<file path="src/design/pha_pkg.sv">
// Shared types, codes and fixed-point helpers for the pixel hit alignment block.
package pha_pkg;

  localparam int WORDS_PER_PLANE = 12;
  localparam int TRIG_FRAC       = 30;
  localparam int LOCAL_PROD_FRAC = 28;

  typedef logic signed [31:0] word_t;
  typedef word_t [WORDS_PER_PLANE-1:0] plane_words_t;

  typedef enum logic {
    OP_HIT  = 1'b0,
    OP_LOAD = 1'b1
  } op_t;

  // Alignment word slots within a plane
  typedef enum logic [3:0] {
    W_COS_L   = 4'd0,
    W_SIN_L   = 4'd1,
    W_OFF_LX  = 4'd2,
    W_OFF_LY  = 4'd3,
    W_OFF_LZ  = 4'd4,
    W_COS_GZ  = 4'd5,
    W_SIN_GZ  = 4'd6,
    W_OFF_GX  = 4'd7,
    W_OFF_GY  = 4'd8,
    W_OFF_GZ  = 4'd9,
    W_COS_GY  = 4'd10,
    W_SIN_GY  = 4'd11
  } word_sel_t;

  typedef enum logic [1:0] {
    REG_PITCH_X  = 2'd0,
    REG_PITCH_Y  = 2'd1,
    REG_CENTER_X = 2'd2,
    REG_CENTER_Y = 2'd3
  } reg_idx_t;

  localparam logic [19:0] PITCH_X_RST  = 20'd157286;
  localparam logic [19:0] PITCH_Y_RST  = 20'd104858;
  localparam logic [15:0] CENTER_X_RST = 16'd0;
  localparam logic [15:0] CENTER_Y_RST = 16'd0;

  localparam logic signed [39:0] SAT_HI = 40'sh00_7FFF_FFFF;
  localparam logic signed [39:0] SAT_LO = 40'shFF_8000_0000;

  // Clamp to the signed 32-bit range
  function automatic word_t sat32(input logic signed [39:0] v);
    word_t r;
    if (v > SAT_HI) begin
      r = 32'sh7FFF_FFFF;
    end else if (v < SAT_LO) begin
      r = 32'sh8000_0000;
    end else begin
      r = v[31:0];
    end
    return r;
  endfunction

  // Per-hit bundle carried down the pipeline
  typedef struct packed {
    logic         found;
    word_t        lx;
    word_t        ly;
    word_t        tx;
    word_t        ty;
    word_t        tz;
    word_t        gzz;
    word_t        gyz;
    plane_words_t w;
  } side_t;

endpackage

</file>
<file path="src/design/pha_local.sv">
// Pixel index to local millimetres: pitch * (index - centre), two lanes, three stages.
module pha_local #(
  parameter int COORD_FRAC_BITS = 20
) (
  input  logic           clk,
  input  logic [7:0]     column,
  input  logic [7:0]     row,
  input  logic [19:0]    pitch_x,
  input  logic [19:0]    pitch_y,
  input  logic [15:0]    center_x,
  input  logic [15:0]    center_y,
  output pha_pkg::word_t loc_x,
  output pha_pkg::word_t loc_y
);
  import pha_pkg::*;

  localparam int SHIFT = LOCAL_PROD_FRAC - COORD_FRAC_BITS;
  localparam logic signed [38:0] LOC_RND = 39'((64'd1 << SHIFT) >> 1);

  logic [7:0]         idx   [2];
  logic [19:0]        pitch [2];
  logic [15:0]        ctr   [2];
  logic signed [16:0] delta [2];
  logic signed [37:0] prod  [2];
  logic signed [38:0] rnd   [2];
  word_t              loc   [2];

  assign idx[0]   = column;
  assign idx[1]   = row;
  assign pitch[0] = pitch_x;
  assign pitch[1] = pitch_y;
  assign ctr[0]   = center_x;
  assign ctr[1]   = center_y;

  for (genvar g = 0; g < 2; g++) begin : g_lane
    assign rnd[g] = (39'(prod[g]) + LOC_RND) >>> SHIFT;

    always_ff @(posedge clk) begin
      delta[g] <= $signed({1'b0, idx[g], 8'h00}) - $signed({1'b0, ctr[g]});
      prod[g]  <= $signed({1'b0, pitch[g]}) * delta[g];
      loc[g]   <= sat32(40'(rnd[g]));
    end
  end

  assign loc_x = loc[0];
  assign loc_y = loc[1];

endmodule

</file>
<file path="config.mk">
export PLATFORM = sky130hd
export DESIGN_NAME = pha_local
export DESIGN_NICKNAME = d
export VERILOG_FILES = /design/src/design/pha_pkg.sv /design/src/design/pha_local.sv
export SDC_FILE = /design/constraint.sdc
export NUM_CORES = 2
export LEC_CHECK = 0
export CORE_ASPECT_RATIO = 0.9
export CORE_MARGIN = 5
export CORE_UTILIZATION = 65
export DETAILED_ROUTE_END_ITERATION = 8
export DONT_BUFFER_PORTS = 1
export PLACE_DENSITY = 0.79
export SLEW_MARGIN = 25
export SYNTH_ARGS = -nofsm -noshare
export SYNTH_HDL_FRONTEND = slang
export SYNTH_SLANG_ARGS = --single-unit
</file>
<file path="constraint.sdc">
create_clock -name clk -period 23.6 [get_ports clk]
set_input_delay 4.72 -clock clk [delete_from_list [all_inputs] [get_ports clk]]
set_output_delay 4.72 -clock clk [all_outputs]
set_load 0.05 [all_outputs]
</file>
Yosys cells after proc, flatten, opt, wreduce, memory -nomap -nowiden
Memories as Yosys holds them, arrays and structs flattened.
Cells that the tools add are included.
{ "totals": {"reg_bits": 0, "ram_bits": 174, "inputBits": 89, "out_inout_bits": 64, "wordCells": 17, "memories": 3} }
{ "memory_table": {"columns": ["name", "words", "width", "read_ports", "rd_clocked_by_memory_dff", "wr", "line", "source"], "rows": [
  ["prod", 2, 38, 2, 0, 2, "pha_local.sv:24", "logic signed [37:0] prod [2];"],
  ["loc", 2, 32, 2, 0, 2, "pha_local.sv:26", "word_t loc [2];"],
  ["delta", 2, 17, 2, 0, 2, "pha_local.sv:23", "logic signed [16:0] delta [2];"]
]} }
{ "classes": {"add_sub_neg": 4, "multipliers": 2, "n_lt_le_gt_ge": 4, "n_mux": 4} }
{ "op_table": {"columns": ["operator", "n"], "rows": [
  ["32-bit two-way mux", 4],
  ["38-bit by 9-bit adder with 39-bit output (second input constant)", 2],
  ["21-bit by 17-bit multiplier with 38-bit output", 2],
  ["31-bit by 32-bit greater-than comparator with 1-bit output (second input constant)", 2],
  ["31-bit by 32-bit < comparator with 1-bit output (second input constant)", 2],
  ["16-bit by 16-bit subtractor with 17-bit output", 2]
]} }

Longest topological paths before layout
{ "logic_depth": {"ltp_word": 4, "depth_mapped": 24, "ltp_nobuf": 23} }

Least setup slack after synthesis
No wires, ideal clock.
{ "synth_timing": {"path_kind": "input to register", "from": "input pitch_y[14]", "to": "memory prod[1][31] (netlist: prod[0][69])", "setup_time_ns": 0.118, "t_arrival_ns": 10.559, "required_ns": 23.482, "path_slack_ns": 12.923, "path_stages": 23, "path_buffers": 1, "cell_sequence": "clkbuf_1 -> nand2_1 -> fa_1 -> inv_1 -> fa_1 -> inv_1 -> fa_1 -> inv_1 -> fa_1 -> fa_1 -> inv_1 -> fa_1 -> inv_1 -> ha_1 -> and3_1 -> a221oi_2 -> nor2_1 -> nor4_2 -> a21oi_2 -> a21o_1 -> a311o_1 -> a221o_1 -> xor2_1"} }
{ "synth_rtl": {"columns": ["element", "line", "source"], "rows": [
  ["from (decl)", "pha_local.sv:9", "input logic [19:0] pitch_y,"],
  ["to (decl)", "pha_local.sv:24", null]
]} }

==> run_results.csv <==
group,metric,value,unit
sta,relSlewSlack,34.55,%
critical_path,critPathBufInv,5,
worst_hold_path,hold_class,"reg -> reg",
critical_path,path_depth,22,
status,outcome,"finished clean",
critical_path,critPathLaunchType,"primary input",
critical_path,path_max_fanout,17,
sta,setup_violations,0,
logic_synthesis,synth_area,0.02726,sq mm
logic_synthesis,synth_cells,2990,
worst_hold_path,hold_depth,1,
floorplanning,io_pins,153,
logic_synthesis,yosys.area_share.xor_xnor,4.498,%
clocking,root_buffer,"clkbuf_16",
logic_synthesis,synth_compound_area_share,3.929,%
critical_path,cp_cell_sequence,"nand2_1 -> fa_1 -> inv_1 -> fa_1 -> fa_1 -> inv_1 -> fa_1 -> inv_1 -> fa_1 -> inv_1 -> fa_1 -> inv_1 -> ha_1 -> and3_1 -> a221oi_1 -> nor2b_1 -> a31oi_1 -> a21oi_2 -> a21o_1 -> a311o_1 -> a221o_1 -> xor2_1",
logic_synthesis,synth_flop_cell,"dfxtp_1",
placed_design,gp_congestion,0.8971,
sta,tightest_slew,0.9804,ns
critical_path,crit_path_end_kind,"flip-flop",
logic_synthesis,seq_area_frac_synth,11.75,%
logic_synthesis,synth_commonest_cells,"710 x inv_1, 536 x fa_1, 390 x nand2_1",
logic_synthesis,synth.area.mux_share,0,%
sta,slew_violations,0,
placed_design,hpwl,51330,um
placed_design,portBuffers,0,
sta,grt_setup_unrepaired,"false",
clocking,path_clk_slew,0.06,ns
critical_path,worst_path_max_delay_cell,"fa_1",
sta,finClkSkew,0.01434,ns
sta,fmax,95.88,MHz
floorplanning,die_h,204.3,um
floorplanning,rows,71,
routing,drc,0,
finish,n_antenna_cell,0,
logic_synthesis,synth_top_family_by_area,"adder cells",
floorplanning,die-area,0.04614,sq mm
logic_synthesis,ys_types,55,
grt,grt_util_met1,39.11,%
routing,wl,61940,um
logic_synthesis,yosys_register_bits,160,
logic_synthesis,synthAdderAreaFrac,52.21,%
grt,use_met2,45.35,%
critical_path,critPathMaxStageDelay,0.58,ns
clocking,clk_latency,0.46,ns
critical_path,critPathArrivalTime,10.77,ns
grt,grt_first_pass_wirelength,105500,um
critical_path,cp.required,23.94,ns
grt,antenna_found_initial,0,
finish,layout.nets,3808,
sta,period_needed,10.43,ns
finish,drive_gt1_share,1.509,%
clocking,cts_tree,"yes",
grt,grt_util_all_layers,28.66,%
grt,grt_max_degree,21,
clocking,cts_resized,0,
grt,grt.busiest_layer,"met2",
routing,wl_per_cell,17.89,um
clocking,clockBufferDepth,2,
grt,grtUsageMet3,6.836,%
grt,grt_pass1_vias,21530,
logic_synthesis,ys_async_sr_fraction,0,%
critical_path,path_class,"in -> reg",
routing,num_vias,19280,
routing,drt-pass1-iter-count,6,
clocking,holdBufCountCts,0,
floorplanning,core_area,0.04166,sq mm
clocking,h-tree-depth,4,
critical_path,reg2reg_depth,22,
logic_synthesis,synth_edf_count,0,
logic_synthesis,synth_top_area_cell,"fa_1",
logic_synthesis,post-synth-top-count-cell,"inv_1",
logic_synthesis,synth_warnings,0,
clocking,post_cts.repair.setup_buffers,0,
critical_path,path_delay_family,"adder cells",
logic_synthesis,yosys.area_share.simple,16.35,%
routing,ant_nets,0,
logic_synthesis,synth_fp_nets,3895,
routing,drtIter0Drc,1299,
sta,fin_setup_tns,0,ns
run,cap_violations,0,
critical_path,cp_common_cell,"fa_1",
finish,area_growth_syn_to_layout,3.497,%
routing,detail_route.vias_per_cell,5.567,
logic_synthesis,avgSynthCellArea,9.117,sq um
logic_synthesis,yosys.area.top_type_share,39.36,%
floorplanning,die-width,225.9,um
sta,final-hold-violation-count,0,
logic_synthesis,yosys-top-cells-area,"fa_1 39%, ha_1 13%, dfxtp_1 12%",
grt,grt.overflow.total,0,
clocking,clkSinkCount,160,
clocking,cts_buffers,17,
floorplanning,start_util,65.43,%
sta,period_share,44.19,%
logic make-up after synthesis:
family / count (synthesis)
AOI/OAI and AO/OA: 156
buffers and inverters: 818
DFF: 160
adders and majority gates: 816
xor gates and xnor gates: 140
and+or+nand+nor: 900
per-stage QoR:
step | utilization, % | cell area, sq um | std cells | setup slack, ns | hold slack, ns
detailed placement | 66.14 | 27560 | 3431 | 12.72 | 0.4524
CTS | 67.72 | 28210 | 3463 | 13.20 | 0.4616
global placement | 66.14 | 27560 | 3431 | 12.83 | 0.4339
global route | 67.72 | 28210 | 3463 | 12.96 | 0.4699
floorplan | - | 27260 | 2990 | 12.92 | 0.4260
finish | 67.72 | 28210 | 3463 | 13.17 | 0.4543
cell usage in the layout, fill, tap and decap left out, types with 5 or more instances in the layout:
cell type,netlist,final
nand3_1,39,39
and3_1,19,19
nand2b_1,24,24
clkbuf_16,0,17
ha_1,280,280
a31oi_1,5,5
o21ai_0,10,10
dfxtp_1,160,160
and2_1,292,292
a21oi_1,53,53
fa_1,536,536
nor2_1,65,65
nand4_1,18,18
nor3_1,26,26
nor2b_1,9,9
and4_1,6,6
a21o_1,20,20
xnor2_1,109,109
bufinv_16,0,5
xor2_1,31,31
o21a_1,11,11
o21bai_1,15,15
inv_1,710,710
nand2_1,390,390
sequential cells by signal (all words and copies together) (netlist names):
signal  count
delta      34
loc        64
prod       62
final timing paths:
path	start	endpoint	slack (ns)
worst max-delay path	pitch_y[10]	prod[0][69]	13.17
worst min-delay path	prod[0][12]	loc[0][4]	0.45
worst max register to register	delta[0][20]	prod[0][69]	16.38
worst min register to register	prod[0][12]	loc[0][4]	0.45
area by class of cell:
cell class                      count  area [sq um]
Timing Repair Buffer                2         15.01
Multi-Input combinational cell   2012         20990
Inverter                          710          2665
Tap cell                          547         684.4
Sequential cell                   160          3203
Fill cell                        3226         13450
Clock buffer                       18         429.2
Clock inverter                     14         230.2
worst register-to-register path: cells and delay by family, from the launching register on:
kind / cells / cell delay, ns
xor gates and xnor gates: 1 / 0.14
AOI/OAI and AO/OA: 6 / 1.91
DFF: 1 / 0.95
and+or+nand+nor: 3 / 0.48
adders and majority gates: 7 / 3.38
buffers and inverters: 5 / 0.25
metal layers:
layer,share of wire (%),wire (um),vias to the layer above
li1,-,-,8672
met1,42,25790,9602
met2,46,28300,867
met3,9.5,5864,137
met4,3.2,1993,0
met5,0,0,-
Power is left out: the tool's default activity adds up to more than one toggle a clock period on the data nets, which glitch-free logic cannot reach.
